==> src/rtl/hsal_pkg.sv <==
`timescale 1ns / 1ps
// ----------------------------------------------------------------------------
// hsal_pkg: shared types and constants for the Hermite segment arc length
// Item types of both channels, fixed-point widths of every stage, mode
// codes and the five-point Gauss-Legendre node and weight tables.
// ----------------------------------------------------------------------------
package hsal_pkg;

  // Geometry and query format
  localparam int COORD_W  = 21;
  localparam int AXES     = 3;
  localparam int SAMPLES  = 5;
  localparam int VEC_W    = 63;
  localparam int PW       = 17;
  localparam logic [PW-1:0] PARAM_ONE = PW'(65536);
  localparam int LEN_W    = 40;

  // Mode codes; the unused code behaves as curve mode
  localparam logic [1:0] FUNC_CURVE  = 2'd0;
  localparam logic [1:0] FUNC_LINEAR = 2'd1;
  localparam logic [1:0] FUNC_CONST  = 2'd2;

  // Datapath widths; some derive from the coordinate width, others from the node, weight and root widths
  localparam int DIFF_W   = COORD_W + 1;
  localparam int CW       = COORD_W + 5;
  localparam int NODE_W   = 24;
  localparam int AW       = NODE_W;
  localparam int PA_W     = PW + NODE_W;
  localparam int A_SH     = 16;
  localparam int M1W      = CW + AW;
  localparam int R1_SH    = 20;
  localparam int UW       = CW + 5;
  localparam int M2W      = UW + AW;
  localparam int R2_SH    = 24;
  localparam int DW       = UW + 1;
  localparam int DDW      = 2 * DW;
  localparam int SQ_W     = 2 * DIFF_W;
  localparam int DSQ_W    = SQ_W + 2;
  localparam int CHORD_SH = 8;
  localparam int RAD_W    = 63;
  localparam int ROOT_W   = 32;
  localparam int WT_W     = 24;
  localparam int WP_W     = WT_W + ROOT_W;
  localparam int S2_W     = WP_W + 1;
  localparam int ACC_W    = WP_W + 3;
  localparam int ACC_SH   = 20;
  localparam int A12_W    = ACC_W - ACC_SH;
  localparam int PROD_W   = A12_W + PW;
  localparam int LENF_W   = PROD_W + 1;
  localparam int CURVE_SH = 25;
  localparam int LIN_SH   = 20;

  // Square root pipeline: two recurrence steps per stage plus a rounding stage
  localparam int SQRT_STAGES = ROOT_W / 2;
  localparam int SQRT_LAT    = SQRT_STAGES + 1;

  // Register stage numbers along the main pipeline
  localparam int N_SQRT_IN  = 7;
  localparam int N_SQRT_OUT = N_SQRT_IN + SQRT_LAT;
  localparam int PIPE_LAST  = N_SQRT_OUT + 6;

  // (1 + abscissa) in Q23 and weights in Q24
  localparam logic [NODE_W-1:0] GL_NODE [SAMPLES] = '{
    24'd8388608, 24'd3871600, 24'd12905616, 24'd787020, 24'd15990196
  };
  localparam logic [WT_W-1:0] GL_WEIGHT [SAMPLES] = '{
    24'd9544372, 24'd8030057, 24'd8030057, 24'd3974973, 24'd3974973
  };

  typedef struct packed {
    logic [1:0]       func;
    logic [VEC_W-1:0] start_point;
    logic [VEC_W-1:0] start_tangent;
    logic [VEC_W-1:0] end_point;
    logic [VEC_W-1:0] end_tangent;
    logic [PW-1:0]    param;
  } seg_item_t;

  typedef struct packed {
    logic [LEN_W-1:0] arc_length;
    logic             saturated;
  } len_item_t;

endpackage

==> src/rtl/hsal_sqrt.sv <==
`timescale 1ns / 1ps
// ----------------------------------------------------------------------------
// hsal_sqrt: pipelined rounded integer square root
// Restoring digit recurrence, two result bits per stage, followed by a
// stage that rounds to nearest from the final remainder. Advances on en.
// ----------------------------------------------------------------------------
module hsal_sqrt (
  input  logic                        clk,
  input  logic                        en,
  input  logic [hsal_pkg::RAD_W-1:0]  radicand,
  output logic [hsal_pkg::ROOT_W-1:0] root
);
  import hsal_pkg::*;

  localparam int SQA_W = 2 * ROOT_W;

  typedef struct packed {
    logic [SQA_W-1:0] rem;
    logic [SQA_W-1:0] acc;
  } sqrt_st_t;

  // One recurrence step at trial bit b
  function automatic sqrt_st_t sqrt_step(input sqrt_st_t s, input logic [SQA_W-1:0] b);
    sqrt_st_t         o;
    logic [SQA_W-1:0] trial;
    begin
      trial = s.acc + b;
      if (s.rem >= trial) begin
        o.rem = s.rem - trial;
        o.acc = (s.acc >> 1) + b;
      end else begin
        o.rem = s.rem;
        o.acc = s.acc >> 1;
      end
      return o;
    end
  endfunction

  sqrt_st_t seed;
  sqrt_st_t stg [SQRT_STAGES];

  assign seed = {SQA_W'(radicand), {SQA_W{1'b0}}};

  // Recurrence stages
  for (genvar s = 0; s < SQRT_STAGES; s++) begin : g_stage
    localparam logic [SQA_W-1:0] BitHi = SQA_W'(1) << (SQA_W - 2 - 4 * s);
    localparam logic [SQA_W-1:0] BitLo = SQA_W'(1) << (SQA_W - 4 - 4 * s);
    if (s == 0) begin : g_first
      always_ff @(posedge clk) begin
        if (en) begin
          stg[s] <= sqrt_step(sqrt_step(seed, BitHi), BitLo);
        end
      end
    end else begin : g_rest
      always_ff @(posedge clk) begin
        if (en) begin
          stg[s] <= sqrt_step(sqrt_step(stg[s-1], BitHi), BitLo);
        end
      end
    end
  end

  // Round up when the remainder exceeds the root
  always_ff @(posedge clk) begin
    if (en) begin
      root <= (stg[SQRT_STAGES-1].rem > stg[SQRT_STAGES-1].acc)
            ? stg[SQRT_STAGES-1].acc[ROOT_W-1:0] + ROOT_W'(1)
            : stg[SQRT_STAGES-1].acc[ROOT_W-1:0];
    end
  end

endmodule

==> config.mk <==
export PLATFORM = sky130hd
export DESIGN_NAME = hsal_sqrt
export DESIGN_NICKNAME = d
export VERILOG_FILES = /design/src/rtl/hsal_pkg.sv /design/src/rtl/hsal_sqrt.sv
export SDC_FILE = /design/constraint.sdc
export NUM_CORES = 2
export LEC_CHECK = 0
export BUFFER_PORTS_ARGS = -buffer_cell sky130_fd_sc_hd__buf_2
export CAP_MARGIN = 20
export CORE_MARGIN = 10
export CORE_UTILIZATION = 61
export DETAILED_ROUTE_END_ITERATION = 6
export PLACE_DENSITY_LB_ADDON = 0.1
export SYNTH_ARGS = -nofsm -noshare
export SYNTH_HDL_FRONTEND = slang
export SYNTH_SLANG_ARGS = --single-unit
==> constraint.sdc <==
create_clock -name clk -period 7.95 [get_ports clk]
set_input_delay 0.795 -clock clk [delete_from_list [all_inputs] [get_ports clk]]
set_output_delay 0.795 -clock clk [all_outputs]
set_load 0.05 [all_outputs]
# Word-level counts from Yosys, hierarchy flattened
# Memories as Yosys holds them, arrays and structs flattened.
# Index checks and enable logic that the tools add are counted.
# W data, S select, Z words.
# word_totals
ram_bits	2048
wordCells	197
input_bits	65
memories	1
ff_bits	32
# memory_table
memory	words	word_bits	read_ports	rd_ports_with_merged_regs	write_ports	line_no	rtl
stg	16	128	16	0	16	hsal_sqrt.sv:40	sqrt_st_t stg [SQRT_STAGES];
# op_classes
n_addsub	95
magnitude_cmp	33
muxes	67
# ops
op	count
$mux W128	64
$ge A64 B64 Y1	31
$sub A64 B64 Y64	31
$add A63 B1 Y64 const B	1
$add A63 B11 Y64 const B	1
$add A63 B13 Y64 const B	1
$add A63 B15 Y64 const B	1
$add A63 B17 Y64 const B	1
$add A63 B19 Y64 const B	1
$add A63 B21 Y64 const B	1
$add A63 B23 Y64 const B	1
$add A63 B25 Y64 const B	1
$add A63 B27 Y64 const B	1
$add A63 B29 Y64 const B	1
$add A63 B3 Y64 const B	1
$add A63 B31 Y64 const B	1
$add A63 B33 Y64 const B	1
$add A63 B35 Y64 const B	1
$add A63 B37 Y64 const B	1
$add A63 B39 Y64 const B	1
$add A63 B41 Y64 const B	1
$add A63 B43 Y64 const B	1
$add A63 B45 Y64 const B	1
$add A63 B47 Y64 const B	1
other kinds (47)	48

# Depth between registers and ports, before layout
# An unclocked memory read counts as a cell.
# logic_depth
ltp_word	9
ltp_mapped	32

# Least setup slack after synthesis
# OpenSTA, ideal clock, no wires.
# synth_path
kind	flip-flop to flip-flop
from	memory stg[1][400] (netlist bit)
to	memory stg[1][601] (netlist bit) (data pin)
path_buffers	3
setup_slack_ps	1132
path_stages_with_launch	29
arrival_ps	6558
cell_sequence	edfxtp_1 > inv_1 > ha_1 > nor2b_1 > o31a_1 > a211oi_1 > o21ai_1 > o2111ai_1 > nand2_1 > inv_1 > buf_1 > clkbuf_1 > nor2_1 > nor2_1 > ha_1 > a21o_1 > a21o_1 > a21oi_1 > o21ai_0 > and2_1 > a221o_1 > a221o_1 > a21oi_1 > o21ai_0 > or4_1 > nor2_1 > inv_2 > buf_1 > mux2_2
# synth_rtl
element	line_no
start: declaration	hsal_sqrt.sv:40

==> metrics.log <==
[metrics] Final Hold Vio Count: 0
[metrics] post-synthesis share of cell area spent on and, or, nand and nor gates: 18.4%
[metrics] part of the Yosys area used for sequential elements: 43.8%
[metrics] status: completed
[metrics] Post-Route Skew: 0.0549 ns
[metrics] pin count of the biggest net entering global routing: 179
[metrics] post-synthesis share of cell area spent on full adders, half adders and majority gates: 8.33%
[metrics] period utilisation layout: 94.5%
[metrics] port bufs: 96
[metrics] number of antenna-violating nets in the routed design: 0
[metrics] nets in the synthesized netlist: 9960
[metrics] # Max-Cap Violations: 0
[metrics] gr usage total: ~30%
[metrics] Starting Density: 61.5%
[metrics] Syn Std Cell Area: 91000 um2
[metrics] VDD IR max: 237 uV
[metrics] fin area: 98800 um2
[metrics] final cell utilization of the core: between 60% and 70%
[metrics] synth-to-layout area growth: 8.56%
[metrics] area post-placement: between 90000 and 100000 um2
[metrics] Startpoint Class: flop
[metrics] Crit path required time: 8.48 ns
[metrics] Cell Rows: 141
[metrics] total power consumption of the routed design: roughly 33 mW
[metrics] vias after detailed routing: roughly 74000
[metrics] Post-synth top flop: edfxtp_1
[metrics] final critical path time including I/O delays and setup: approximately 7.5 ns
[metrics] initial DRC count: 7701
[metrics] setup repair after global routing missed its margin: no
[metrics] detailed-route wire length: about 260 mm
[metrics] Inserted Clock Buffers: between 100 and 150
[metrics] Max clock buf depth: 3
[metrics] setup_tns: 0 ns
[metrics] Die Outline Area: 165000 um2
[metrics] die outline height: 406 um
[metrics] count of final setup violators: 0
[metrics] category of the critical setup timing path: flop to flop
[metrics] fraction of layout instances using a drive strength above 1: slightly above 7%
[metrics] dominant combinational cell family by area after synthesis: simple AND/OR/NAND/NOR gates
[metrics] Clock Sink Count: ~1300
[metrics] Synth Area in Compound Gates: between 15 and 20%
[metrics] gpl congestion: 0.978
[metrics] HPWL reported at the end of detailed placement: around 200 mm
[metrics] Root Buffer: clkbuf_16
[metrics] top cells by count, synth: 1328 x edfxtp_1, 790 x nor2_1, 731 x nand2_1
[metrics] peak fanout along the critical path: 6
[metrics] number of top-level design ports: 97
[metrics] Die W: roughly 400 um
[metrics] Final Hold Slack: 0.164 ns
[metrics] main area contributors after synthesis: edfxtp_1 44%, ha_1 8.3%, xnor2_1 5.9%, a21oi_1 4.0%, nor2_1 3.3%
[metrics] maximum frequency from static timing analysis: 0.133 GHz
[metrics] Cells after Synth: 9289
[metrics] Max-Slew Margin vs Limit: between 10% and 20%
[metrics] mux contribution to synthesized area: under 10%
[metrics] via count normalized by instance count: 6.45
[metrics] Pwr per Cell Area: 339 nW/um2
[metrics] first-pass GRT wire length: 398 mm
[metrics] async set-reset flop share out of synthesis: 0%
[metrics] later-pin clock latency in the skew report: 0.82 ns
[metrics] max-slew violation count: 0
[metrics] TritonCTS clock tree: built
[metrics] overflow left after global routing: 0
[metrics] area leader, netlist: edfxtp_1
[metrics] area share of the largest cell type after synthesis: a little over two fifths
[metrics] CP Capture Type: flop
[metrics] most numerous cell in the Yosys netlist: edfxtp_1
[metrics] initial antenna violation count: 2
[metrics] CTS H-tree depth: 4
[metrics] average wire per cell in the routed design: 22.5 um
[metrics] path type of the worst min-delay path: primary input to flop
[metrics] area share of xor/xnor cells in the synthesized design: 8.98%
[metrics] DRC violations left: 0
[metrics] critical path data arrival time: about 8 ns
[metrics] Clock Pin Slew Worst Setup and Hold Paths: 0.06 ns
[metrics] vias in the first global route: around 70000
[metrics] Worst Tran Pin Value: roughly 1.3 ns
[metrics] net count reported at finish: 10033
[metrics] Yosys cell types: 96
[metrics] flop and latch count out of synthesis: about 1300
[metrics] Avg Synthesized Cell Area: 9.80 um2
[metrics] leakage: just under 40 nW
[metrics] Core Box Area: 148000 um2
[metrics] Initial DRT Pass Iterations: 7
[metrics] Post-synth EDFFs: 1328
[metrics] Synth Warn #: 0
==> sequential cells by signal, indices dropped and copies added (netlist names) <==
| signal | cells |
|---|---|
| stg | 1296 |
| root | 32 |
==> layout by cell type, fill, tap and decap left out, types with 47 or more instances in the layout <==
cell type | Yosys | layout
a211oi_1 | 48 | 48
a21o_1 | 320 | 320
a21oi_1 | 727 | 727
a31oi_1 | 75 | 74
and2_1 | 76 | 76
and3_1 | 85 | 85
and4_1 | 47 | 47
buf_2 | 2 | 95
buf_4 | 3 | 105
clkbuf_16 | 0 | 145
edfxtp_1 | 1328 | 1328
ha_1 | 606 | 606
inv_1 | 524 | 524
mux2_2 | 109 | 109
nand2_1 | 731 | 731
nand2b_1 | 97 | 97
nand3_1 | 252 | 252
nand4_1 | 204 | 204
nor2_1 | 790 | 790
nor2b_1 | 78 | 78
nor3_1 | 244 | 243
nor4_1 | 252 | 252
o211ai_1 | 59 | 59
o21a_1 | 80 | 80
o21ai_0 | 377 | 377
o21bai_1 | 67 | 67
o31ai_1 | 74 | 74
or2_2 | 58 | 58
or3_1 | 104 | 104
or4_1 | 63 | 63
xnor2_1 | 618 | 618
xor2_1 | 314 | 314
==> power by group <==
| group | internal, mW | total [mW] | leakage [nW] | switching [mW] |
|---|---|---|---|---|
| logic | 6.36 | 15.7 | 23.6 | 9.39 |
| registers | 9.56 | 10.7 | 12.7 | 1.11 |
| clock network | 4.06 | 7.08 | 2.40 | 3.02 |
==> through the flow <==
stage / cells / worst slack, ns
finish: 11414 / 0.438
global route: 11413 / 0.122
CTS: 11412 / 0.471
detailed placement: 11144 / 0.511
global placement: 11143 / 0.507
floorplan: 9289 / 1.13
==> path summary, 6_finish.rpt <==
check | from | endpoint | slack, ns | cells after the start
worst max-delay path | stg[1][887]$_DFFE_PP_ | stg[1][1023]$_DFFE_PP_ | 0.44 | 21
worst min-delay path | radicand[51] | stg[0][115]$_DFFE_PP_ | 0.16 | 1
worst max register to register | stg[1][887]$_DFFE_PP_ | stg[1][1023]$_DFFE_PP_ | 0.44 | 21
worst min register to register | stg[1][457]$_DFFE_PP_ | stg[1][585]$_DFFE_PP_ | 0.42 | 0
==> routing by layer <==
layer / up-vias / GRT usage, % / share of wire, %
met1: 35400 / 40.7 / 42
met5: - / 0 / 0.0051
met2: 2853 / 50.5 / 47
met4: 2 / 10.1 / 3.5
li1: 34830 / - / -
met3: 538 / 4.12 / 6.7
==> final cells by class <==
type	instances	area (um2)
fillers	11597	49200
multi-input cells	7142	48000
flip-flops and latches	1328	39900
clock buffers	176	3740
well taps	1930	2410
inverters	535	2010
repair buffers	210	1440
clock inverters	92	1280
diodes	1	2.50
==> worst max-delay path, stage by stage, from the launching register on <==
cell      delay, ns
edfxtp_1       0.50
or3_1          0.41
or3_1          0.45
or4_1          0.70
a31oi_2        0.55
nand2b_1       0.18
or2_2          0.40
inv_1          0.19
o21ai_0        0.23
ha_1           0.44
nand2_1        0.15
nor2_1         0.20
nand2_1        0.11
nor3_1         0.31
nand4_1        0.14
o31ai_1        0.50
a31oi_1        0.23
o22ai_1        0.48
a31oi_1        0.26
and4_1         0.34
nand4_1        0.12
mux2_2         0.34
==> kinds of logic (layout without fill, tap and decap cells) <==
kind of cell	Yosys count	count (layout)
XOR/XNOR	933	933
other	0	1
flip-flops	1328	1328
AO/OA/AOI/OAI	2189	2189
buffers and inverters	819	1013
AND/OR/NAND/NOR	3274	3274
multiplexers	140	140
adder cells (fa/ha/maj)	606	606
==> repair_timing <==
item,in CTS,in global routing
endpoints found under the setup margin,0,34
gates resized for setup,0,2
hold buffers,0,0
buffers inserted,0,0
Power figures use the tool's default switching activity.
